$ cat config.mk
export PLATFORM = sky130hd
export DESIGN_NAME = humidity_temp_frame_decode
export DESIGN_NICKNAME = d
export VERILOG_FILES = /design/src/hdl/htfd_pkg.sv /design/src/hdl/humidity_temp_frame_decode.sv
export SDC_FILE = /design/constraint.sdc
export NUM_CORES = 1
export LEC_CHECK = 0
export ABC_AREA = 1
export BUFFER_PORTS_ARGS = -buffer_cell sky130_fd_sc_hd__buf_2
export CORE_MARGIN = 2
export CORE_UTILIZATION = 55
export CTS_CLUSTER_SIZE = 10
export DETAILED_ROUTE_END_ITERATION = 16
export GPL_ROUTABILITY_DRIVEN = 0
export PLACE_DENSITY = 0.79
export RECOVER_POWER = 50
export SETUP_SLACK_MARGIN = 0.3
export SKIP_CTS_REPAIR_TIMING = 1
export SLEW_MARGIN = 20
export SYNTH_ARGS = -nofsm -noshare
export SYNTH_HDL_FRONTEND = slang
export SYNTH_SLANG_ARGS = --single-unit
$ cat constraint.sdc
create_clock -name clk -period 6.75 [get_ports clk]
set_input_delay 0.675 -clock clk [delete_from_list [all_inputs] [get_ports clk]]
set_output_delay 0.675 -clock clk [all_outputs]
set_load 0.02 [all_outputs]
$ cat src/hdl/htfd_pkg.sv
package htfd_pkg;

  // Measurement kind carried by a reply word
  typedef enum logic {
    MEAS_TEMP = 1'b0,
    MEAS_HUM  = 1'b1
  } meas_kind_t;

  // CRC-8, x^8+x^5+x^4+1, MSB first, init 0
  localparam logic [7:0]  CrcPoly     = 8'h31;
  localparam logic [7:0]  CrcInit     = 8'h00;

  // Drop the two status bits of the raw reading
  localparam logic [15:0] StatusMask  = 16'hFFFC;

  // Conversion to tenths: (coef*raw - offs) / 2^16, temperature also / 10
  localparam logic [14:0] TempCoef    = 15'd17572;
  localparam logic [30:0] TempOffs    = 31'd307036160;
  localparam logic [14:0] HumCoef     = 15'd1250;
  localparam logic [30:0] HumOffs     = 31'd3932160;

  // Exact divide by ten for values below 43690: (x * 52429) >> 19
  localparam logic [15:0] Recip10     = 16'd52429;
  localparam int          Recip10Shift = 19;

  // One byte through the CRC register
  function automatic logic [7:0] crc8_byte(input logic [7:0] crc_in,
                                           input logic [7:0] data);
    logic [7:0] c;
    c = crc_in ^ data;
    for (int i = 0; i < 8; i++) begin
      if (c[7]) begin
        c = {c[6:0], 1'b0} ^ CrcPoly;
      end else begin
        c = {c[6:0], 1'b0};
      end
    end
    return c;
  endfunction

endpackage

$ cat src/hdl/humidity_temp_frame_decode.sv
// Result path: input register, stages 2 to 4, output register, then out_*.
// Throughput: one word per cycle; a five-stage pipeline with per-stage
// valid bits, stall from out_stall ripples back only through full stages.
// Reset: synchronous active-low rst_n clears all stage valid bits and
// out_valid; payload registers are not reset.
module humidity_temp_frame_decode (
  input  logic               clk,
  input  logic               rst_n,
  input  logic               in_valid,
  output logic               in_stall,
  input  logic               in_func,
  input  logic [7:0]         in_data_msb,
  input  logic [7:0]         in_data_lsb,
  input  logic [7:0]         in_crc_byte,
  output logic               out_valid,
  input  logic               out_stall,
  output logic signed [11:0] out_value_tenths,
  output logic               out_crc_error
);
  import htfd_pkg::*;

  // Stage valid bits
  logic v1_r, v2_r, v3_r, v4_r, vo_r;
  // Stage ready chain
  logic rdy1, rdy2, rdy3, rdy4, rdyo;

  // Stage 1: input register
  logic       s1_func_r;
  logic [7:0] s1_msb_r, s1_lsb_r, s1_rcv_r;
  logic [7:0] s1_crc1;

  // Stage 2: first CRC byte done
  logic        s2_func_r;
  logic [15:0] s2_raw_r;
  logic [7:0]  s2_lsb_r, s2_rcv_r, s2_crc1_r;
  logic [7:0]  s2_crc2;
  logic        s2_err;
  logic [14:0] s2_coef;
  logic [30:0] s2_offs;
  logic [30:0] s2_prod;
  logic signed [31:0] s2_num;

  // Stage 3: numerator registered
  logic               s3_func_r, s3_err_r;
  logic signed [31:0] s3_num_r;
  logic [31:0]        s3_abs;
  logic [13:0]        s3_mag;
  logic [30:0]        s3_scaled;

  // Stage 4: scaled magnitude registered
  logic        s4_err_r, s4_neg_r;
  logic [30:0] s4_scaled_r;
  logic [11:0] s4_q;
  logic signed [11:0] val_nxt;

  logic signed [11:0] val_r;
  logic               err_r;

  // Ready chain: a stage takes a word when empty or when it drains
  assign rdyo = !vo_r || !out_stall;
  assign rdy4 = !v4_r || rdyo;
  assign rdy3 = !v3_r || rdy4;
  assign rdy2 = !v2_r || rdy3;
  assign rdy1 = !v1_r || rdy2;
  assign in_stall = !rdy1;

  // Advance valid bits
  always_ff @(posedge clk) begin
    if (!rst_n) begin
      v1_r <= 1'b0;
      v2_r <= 1'b0;
      v3_r <= 1'b0;
      v4_r <= 1'b0;
      vo_r <= 1'b0;
    end else begin
      if (rdy1) v1_r <= in_valid;
      if (rdy2) v2_r <= v1_r;
      if (rdy3) v3_r <= v2_r;
      if (rdy4) v4_r <= v3_r;
      if (rdyo) vo_r <= v4_r;
    end
  end

  // Stage 1: capture the reply word, CRC over the high byte
  always_ff @(posedge clk) begin
    if (rdy1 && in_valid) begin
      s1_func_r <= in_func;
      s1_msb_r  <= in_data_msb;
      s1_lsb_r  <= in_data_lsb;
      s1_rcv_r  <= in_crc_byte;
    end
  end

  assign s1_crc1 = crc8_byte(CrcInit, s1_msb_r);

  always_ff @(posedge clk) begin
    if (rdy2 && v1_r) begin
      s2_func_r <= s1_func_r;
      s2_raw_r  <= {s1_msb_r, s1_lsb_r} & StatusMask;
      s2_lsb_r  <= s1_lsb_r;
      s2_rcv_r  <= s1_rcv_r;
      s2_crc1_r <= s1_crc1;
    end
  end

  // Stage 2: finish CRC, form the signed numerator
  assign s2_crc2 = crc8_byte(s2_crc1_r, s2_lsb_r);
  assign s2_err  = (s2_crc2 != s2_rcv_r);
  assign s2_coef = (s2_func_r == MEAS_HUM) ? HumCoef : TempCoef;
  assign s2_offs = (s2_func_r == MEAS_HUM) ? HumOffs : TempOffs;
  assign s2_prod = 31'(s2_coef * s2_raw_r);
  assign s2_num  = $signed({1'b0, s2_prod}) - $signed({1'b0, s2_offs});

  always_ff @(posedge clk) begin
    if (rdy3 && v2_r) begin
      s3_func_r <= s2_func_r;
      s3_err_r  <= s2_err;
      s3_num_r  <= s2_num;
    end
  end

  // Stage 3: magnitude over 2^16, then divide by ten for temperature
  assign s3_abs    = s3_num_r[31] ? 32'(-s3_num_r) : 32'(s3_num_r);
  assign s3_mag    = s3_abs[29:16];
  assign s3_scaled = (s3_func_r == MEAS_HUM)
                     ? {s3_mag[11:0], 19'd0}
                     : 31'(s3_mag * Recip10);

  always_ff @(posedge clk) begin
    if (rdy4 && v3_r) begin
      s4_err_r    <= s3_err_r;
      s4_neg_r    <= s3_num_r[31];
      s4_scaled_r <= s3_scaled;
    end
  end

  // Stage 4: restore sign, force zero on checksum mismatch
  assign s4_q    = s4_scaled_r[Recip10Shift +: 12];
  assign val_nxt = s4_err_r ? 12'sd0
                 : (s4_neg_r ? $signed(12'(-s4_q)) : $signed(s4_q));

  always_ff @(posedge clk) begin
    if (rdyo && v4_r) begin
      val_r <= val_nxt;
      err_r <= s4_err_r;
    end
  end

  assign out_valid        = vo_r;
  assign out_value_tenths = val_r;
  assign out_crc_error    = err_r;

endmodule

# --- Yosys cells after proc, flatten, opt, wreduce, memory -nomap -nowiden ---
# Cells that the tools add are included.
word_totals:
  input_bits: 29
  elab_cells: 85
  ff_bits: 130
  out_inout_bits: 15
classes:
  reduce_logical: 17
  eq_ne: 1
  muxes: 21
  add_sub_neg: 3
  multipliers: 2
  bitwise: 17
op_table:
  columns: ["operator", "n"]
  rows:
  - ["two-way mux 6 bit", 16]
  - ["two-way mux 30 bit", 2]
  - ["inverter 3 bit", 16]
  - ["subtractor 31 x 29 -> 32 bit", 1]
  - ["multiplier 14 x 16 -> 30 bit (second input constant)", 1]
  - ["negator 30 bit", 1]
  - ["multiplier 15 x 14 -> 29 bit", 1]
  - ["two-way mux 29 bit", 1]
  - ["two-way mux 15 bit", 1]
  - ["two-way mux 12 bit", 1]
  - ["negator 12 bit", 1]
  - ["inequality test 8 bit", 1]
  - ["bitwise XOR 8 bit", 1]
  - ["logical NOT 1 bit", 7]
  - ["logical AND 1 bit", 5]
  - ["logical OR 1 bit", 5]

# --- Longest topological paths before layout ---
logic_depth:
  word_depth: 18
  ltp_mapped: 37
  mapped_depth_nobuf: 37

# --- Least setup slack after synthesis ---
# Ideal clock, no wire load.
synth_timing:
  kind: "reg2reg"
  from: "register s2_func_r"
  to: "register s3_num_r[27], data pin"
  path_buffers: 3
  path_stages_with_launch: 29
  t_arrival_ps: 6022
  setup_slack_ps: 470
  required_time_ps: 6492
  period_less_slack_ps: 6280
  setup_time_ps: 258
  cell_sequence: "edfxtp_1 > clkbuf_1 > clkbuf_1 > nand2_1 > inv_1 > fa_1 > fa_1 > fa_1 > inv_1 > fa_1 > inv_1 > fa_1 > ha_1 > ha_1 > a21oi_1 > inv_1 > a21oi_2 > o21bai_1 > a21oi_1 > xnor2_1 > ha_1 > clkbuf_1 > a21oi_1 > inv_1 > a31oi_1 > nand2_2 > nand2_1 > nand2_1 > xor2_1"
synth_via:
  elab_chain_len: 3
  elab_cells_between_ends: 4
  classes_between: "1 x add/sub; 1 x mul; 2 x mux"
synth_lines:
  columns: ["element", "line", "source"]
  rows:
  - ["from (decl)", "humidity_temp_frame_decode.sv:33", "logic s2_func_r;"]
  - ["from (signal assigned)", "humidity_temp_frame_decode.sv:98", "s2_func_r <= s1_func_r;"]
  - ["two-way mux 15 bit", "humidity_temp_frame_decode.sv:109", "assign s2_coef = (s2_func_r == MEAS_HUM) ? HumCoef : TempCoef;"]
  - ["multiplier 15 x 14 -> 29 bit", "humidity_temp_frame_decode.sv:111", "assign s2_prod = 31'(s2_coef * s2_raw_r);"]
  - ["subtractor 31 x 29 -> 32 bit *", "humidity_temp_frame_decode.sv:112", "assign s2_num = $signed({1'b0, s2_prod}) - $signed({1'b0, s2_offs});"]
  - ["net s2_num[27]", "humidity_temp_frame_decode.sv:41", "logic signed [31:0] s2_num;"]
  - ["to (signal assigned)", "humidity_temp_frame_decode.sv:118", "s3_num_r <= s2_num;"]
  - ["to (decl)", "humidity_temp_frame_decode.sv:45", "logic signed [31:0] s3_num_r;"]
# Mark *: on every way through the listed nets, which the timed path passes. The rest lies on a longest branch.
# A chain may end at the register's enable or synchronous reset.

# --- Worst setup path after layout ---
layout_timing:
  from: "register s3_num_r[16]"
  to: "register s4_scaled_r[29], data pin"
layout_via:
  elab_chain_len: 4
layout_lines:
  columns: ["element", "line", "source"]
  rows:
  - ["negator 30 bit", "humidity_temp_frame_decode.sv:123", "assign s3_abs = s3_num_r[31] ? 32'(-s3_num_r) : 32'(s3_num_r);"]
  - ["two-way mux 30 bit *", "humidity_temp_frame_decode.sv:123", null]
  - ["multiplier 14 x 16 -> 30 bit", "humidity_temp_frame_decode.sv:127", ": 31'(s3_mag * Recip10);"]
  - ["two-way mux 30 bit *", "humidity_temp_frame_decode.sv:126", "? {s3_mag[11:0], 19'd0}"]
  - ["net s3_scaled[29]", "humidity_temp_frame_decode.sv:48", "logic [30:0] s3_scaled;"]
  - ["to (signal assigned)", "humidity_temp_frame_decode.sv:133", "s4_scaled_r <= s3_scaled;"]
  - ["to (decl)", "humidity_temp_frame_decode.sv:52", "logic [30:0] s4_scaled_r;"]
# Marks and branches as above.

==> metrics.log <==
[metrics] outcome: complete, but fails checks
[metrics] violated checks: capacitance limit, slew limit
[metrics] area of all placed cells without fillers: 0.0150 mm²
[metrics] Avg Inst Size Synth: 8.93 µm²
[metrics] number of antenna repair diodes: 0
[metrics] number of iterations in the first detailed-routing pass: 6
[metrics] WL met2: 15000 µm
[metrics] placement-stage cell area: 0.0139 mm²
[metrics] slowest stage delay, CP: 0.54 ns
[metrics] worst slew margin relative to its limit: -8.54%
[metrics] clock latency reported for the late side of the worst-skew pair: 0.42 ns
[metrics] H-Tree Level Count: 4
[metrics] clock root buffer: clkbuf_16
[metrics] commonest register cell after synthesis: edfxtp_1
[metrics] fraction of the yosys area taken by sequential cells: 27.0%
[metrics] routed length per placed instance: 16.1 µm
[metrics] YS warnings: 0
[metrics] core box area: 0.0235 mm²
[metrics] ys async rst share: 0%
[metrics] highest clock frequency the design can meet: 0.155 GHz
[metrics] DRC violation count after routing: 0
[metrics] fraction of final layout cells sized beyond drive strength 1: 14.4%
[metrics] CTS Buf Count: 17
[metrics] required time at the endpoint of the critical path: 6.92 ns
[metrics] setup repair after global routing missed its margin: true
[metrics] most common cell after layout, fill and taps aside: inv_1
[metrics] crit path time final: 6.46 ns
[metrics] height of the chip: 159 µm
[metrics] cell with the most instances on the worst path: fa_1
[metrics] critical-path maximum fanout: 5
[metrics] Top Metal Used: met4
[metrics] io pins: 44
[metrics] total via count in the routed design: 10378
[metrics] filler cell count: 1779
[metrics] post-route fraction of the period consumed by the critical path: 95.7%
[metrics] via count of the first global-routing pass: 10324
[metrics] detailed placement HPWL: 24000 µm
[metrics] fin nets: 1904
[metrics] critical path class: reg2reg
[metrics] CTS clk-pin slew, worst paths: 0.06 ns
[metrics] max-cap violations: 1
[metrics] number of design-rule violations left by the first detailed-router iteration: 747
[metrics] sort of element at the start of the critical path: register
[metrics] met3 wire length: 1800 µm
[metrics] global-route wire length before repair: 48400 µm
[metrics] slowest cell on the critical path: fa_1
[metrics] Syn-to-layout area delta: 13.6%
[metrics] critical path arrival: 6.63 ns
[metrics] number of placement rows: 56
[metrics] gate count after technology mapping: 1474
[metrics] most frequent cells in the layout: 304 x inv_1, 227 x nand2_1, 204 x ha_1
[metrics] GR Util All Layers: 23.8%
[metrics] overflow left after global routing: 0
[metrics] die width: 159 µm
[metrics] Post-synth EDFFs: 115
[metrics] kind of end point of the critical path: register
[metrics] class of the most critical hold timing path: reg2reg
[metrics] #FFs+latches synth: 120
[metrics] die outline area: 0.0252 mm²
[metrics] Hold Vio Cnt, Final: 0
[metrics] number of distinct library cells after synthesis: 48
[metrics] ratio of routed vias to standard cells: 5.49
[metrics] detailed-routing wirelength on met1: 12400 µm
[metrics] number of antenna-violating nets in the routed design: 0
[metrics] clock skew after layout: 0.00963 ns
[metrics] largest net degree at the start of global routing: 34
[metrics] CTS tree: yes
[metrics] total length of routed wires: 30400 µm
[metrics] Setup TNS Final: 0 ns
[metrics] Initial Util: 56.1%
[metrics] antenna violations before repair: 0
[metrics] transition time of the tightest slew-check pin: 1.63 ns
[metrics] count of final setup violators: 0
[metrics] number of sinks on the clock net: 120
[metrics] Final Slew Violations: 31
[metrics] number of buffers inserted by port buffering: 43
[metrics] total standard cell area after synthesis: 0.0132 mm²
[metrics] number of buffers between clock root and the deepest sink: 2
-- worst paths after layout --
path | from | to | slack [ns] | depth (start not counted)
setup / recovery | s3_num_r[16] | s4_scaled_r[29] | 0.29 | 34
hold / removal | s1_rcv_r[1] | s2_rcv_r[1] | 0.42 | 0
setup reg to reg | s3_num_r[16] | s4_scaled_r[29] | 0.29 | 34
hold reg to reg | s1_rcv_r[1] | s2_rcv_r[1] | 0.42 | 0
-- cells in the mapped netlist, types with 4 or more instances --
cell | instances | share of area, %
xnor2_1 | 36 | 2.4
inv_2 | 10 | 0.29
nor2_2 | 5 | 0.24
o21ai_0 | 44 | 1.7
nand3_1 | 49 | 1.9
nand3b_1 | 8 | 0.46
nand2_2 | 20 | 0.95
nand2_1 | 234 | 6.7
nand3_2 | 6 | 0.46
o21ai_1 | 5 | 0.19
edfxtp_1 | 115 | 26
or2_2 | 6 | 0.29
xor2_1 | 34 | 2.3
nor3_1 | 22 | 0.84
o21bai_1 | 4 | 0.23
nor2_1 | 90 | 2.6
ha_1 | 215 | 20
clkbuf_1 | 10 | 0.29
a31oi_1 | 5 | 0.24
inv_1 | 315 | 9.0
nor2_4 | 6 | 0.51
a21oi_1 | 71 | 2.7
a21o_1 | 5 | 0.29
nand4_1 | 15 | 0.71
dfxtp_1 | 5 | 0.76
fa_1 | 100 | 15
-- critical path: cells and delay by family (launching register included) --
kind | cells | cell delay [ns]
buf+inv | 7 | 0.42
xor+xnor | 1 | 0.16
flops | 1 | 0.42
compound gates | 4 | 0.50
fa+ha+maj | 7 | 2.89
simple gates | 15 | 1.85
-- state kept, by name (all words and copies together) (netlist names), 7 cells and up --
name,flops
s2_raw_r,9
s1_lsb_r,8
s1_msb_r,8
out_value_tenths,12
s2_rcv_r,8
s2_crc1_r,8
s1_rcv_r,8
s2_lsb_r,7
s3_num_r,28
s4_scaled_r,12
-- cell families after synthesis --
family,Yosys count,share of synthesized area [%]
buffers and inverters,338,9.66
AO/OA/AOI/OAI,150,6.33
adder cells (fa/ha/maj),315,35.6
AND/OR/NAND/NOR,479,16.7
other,2,0.0570
flip-flops,120,27.0
XOR/XNOR,70,4.66
-- layout make-up --
type	instances	area (µm²)	share of cell area, %
Clock buffer	18	429	2.87
Clock inverter	13	218	1.46
Inverter	325	1220	8.16
Multi-Input combinational cell	1023	8690	58.1
Sequential cell	120	3550	23.8
Tap cell	319	399	2.67
Timing Repair Buffer	73	443	2.96
-- layer usage --
layer  track usage, %  up-vias
li1                 -     4931
met1             29.3     4938
met2             41.8      399
met3             4.49      110
met4             8.38        0
met5                0        -
-- per-stage QoR --
| step | hold slack, ns | utilization (%) | std cells | setup WS, ns |
|---|---|---|---|---|
| after floorplan | 0.400 | - | 1481 | 0.470 |
| after detailed placement | 0.407 | 59.0 | 1843 | -0.0129 |
| after CTS | 0.416 | 61.8 | 1874 | -0.0127 |
| after global placement | 0.401 | 59.0 | 1843 | 0.176 |
| after global routing | 0.412 | 63.7 | 1891 | -0.0884 |
| final | 0.420 | 63.7 | 1891 | 0.289 |
Power is not shown: default switching activity piles up to over one toggle a cycle in this logic, so the estimate is an artifact.
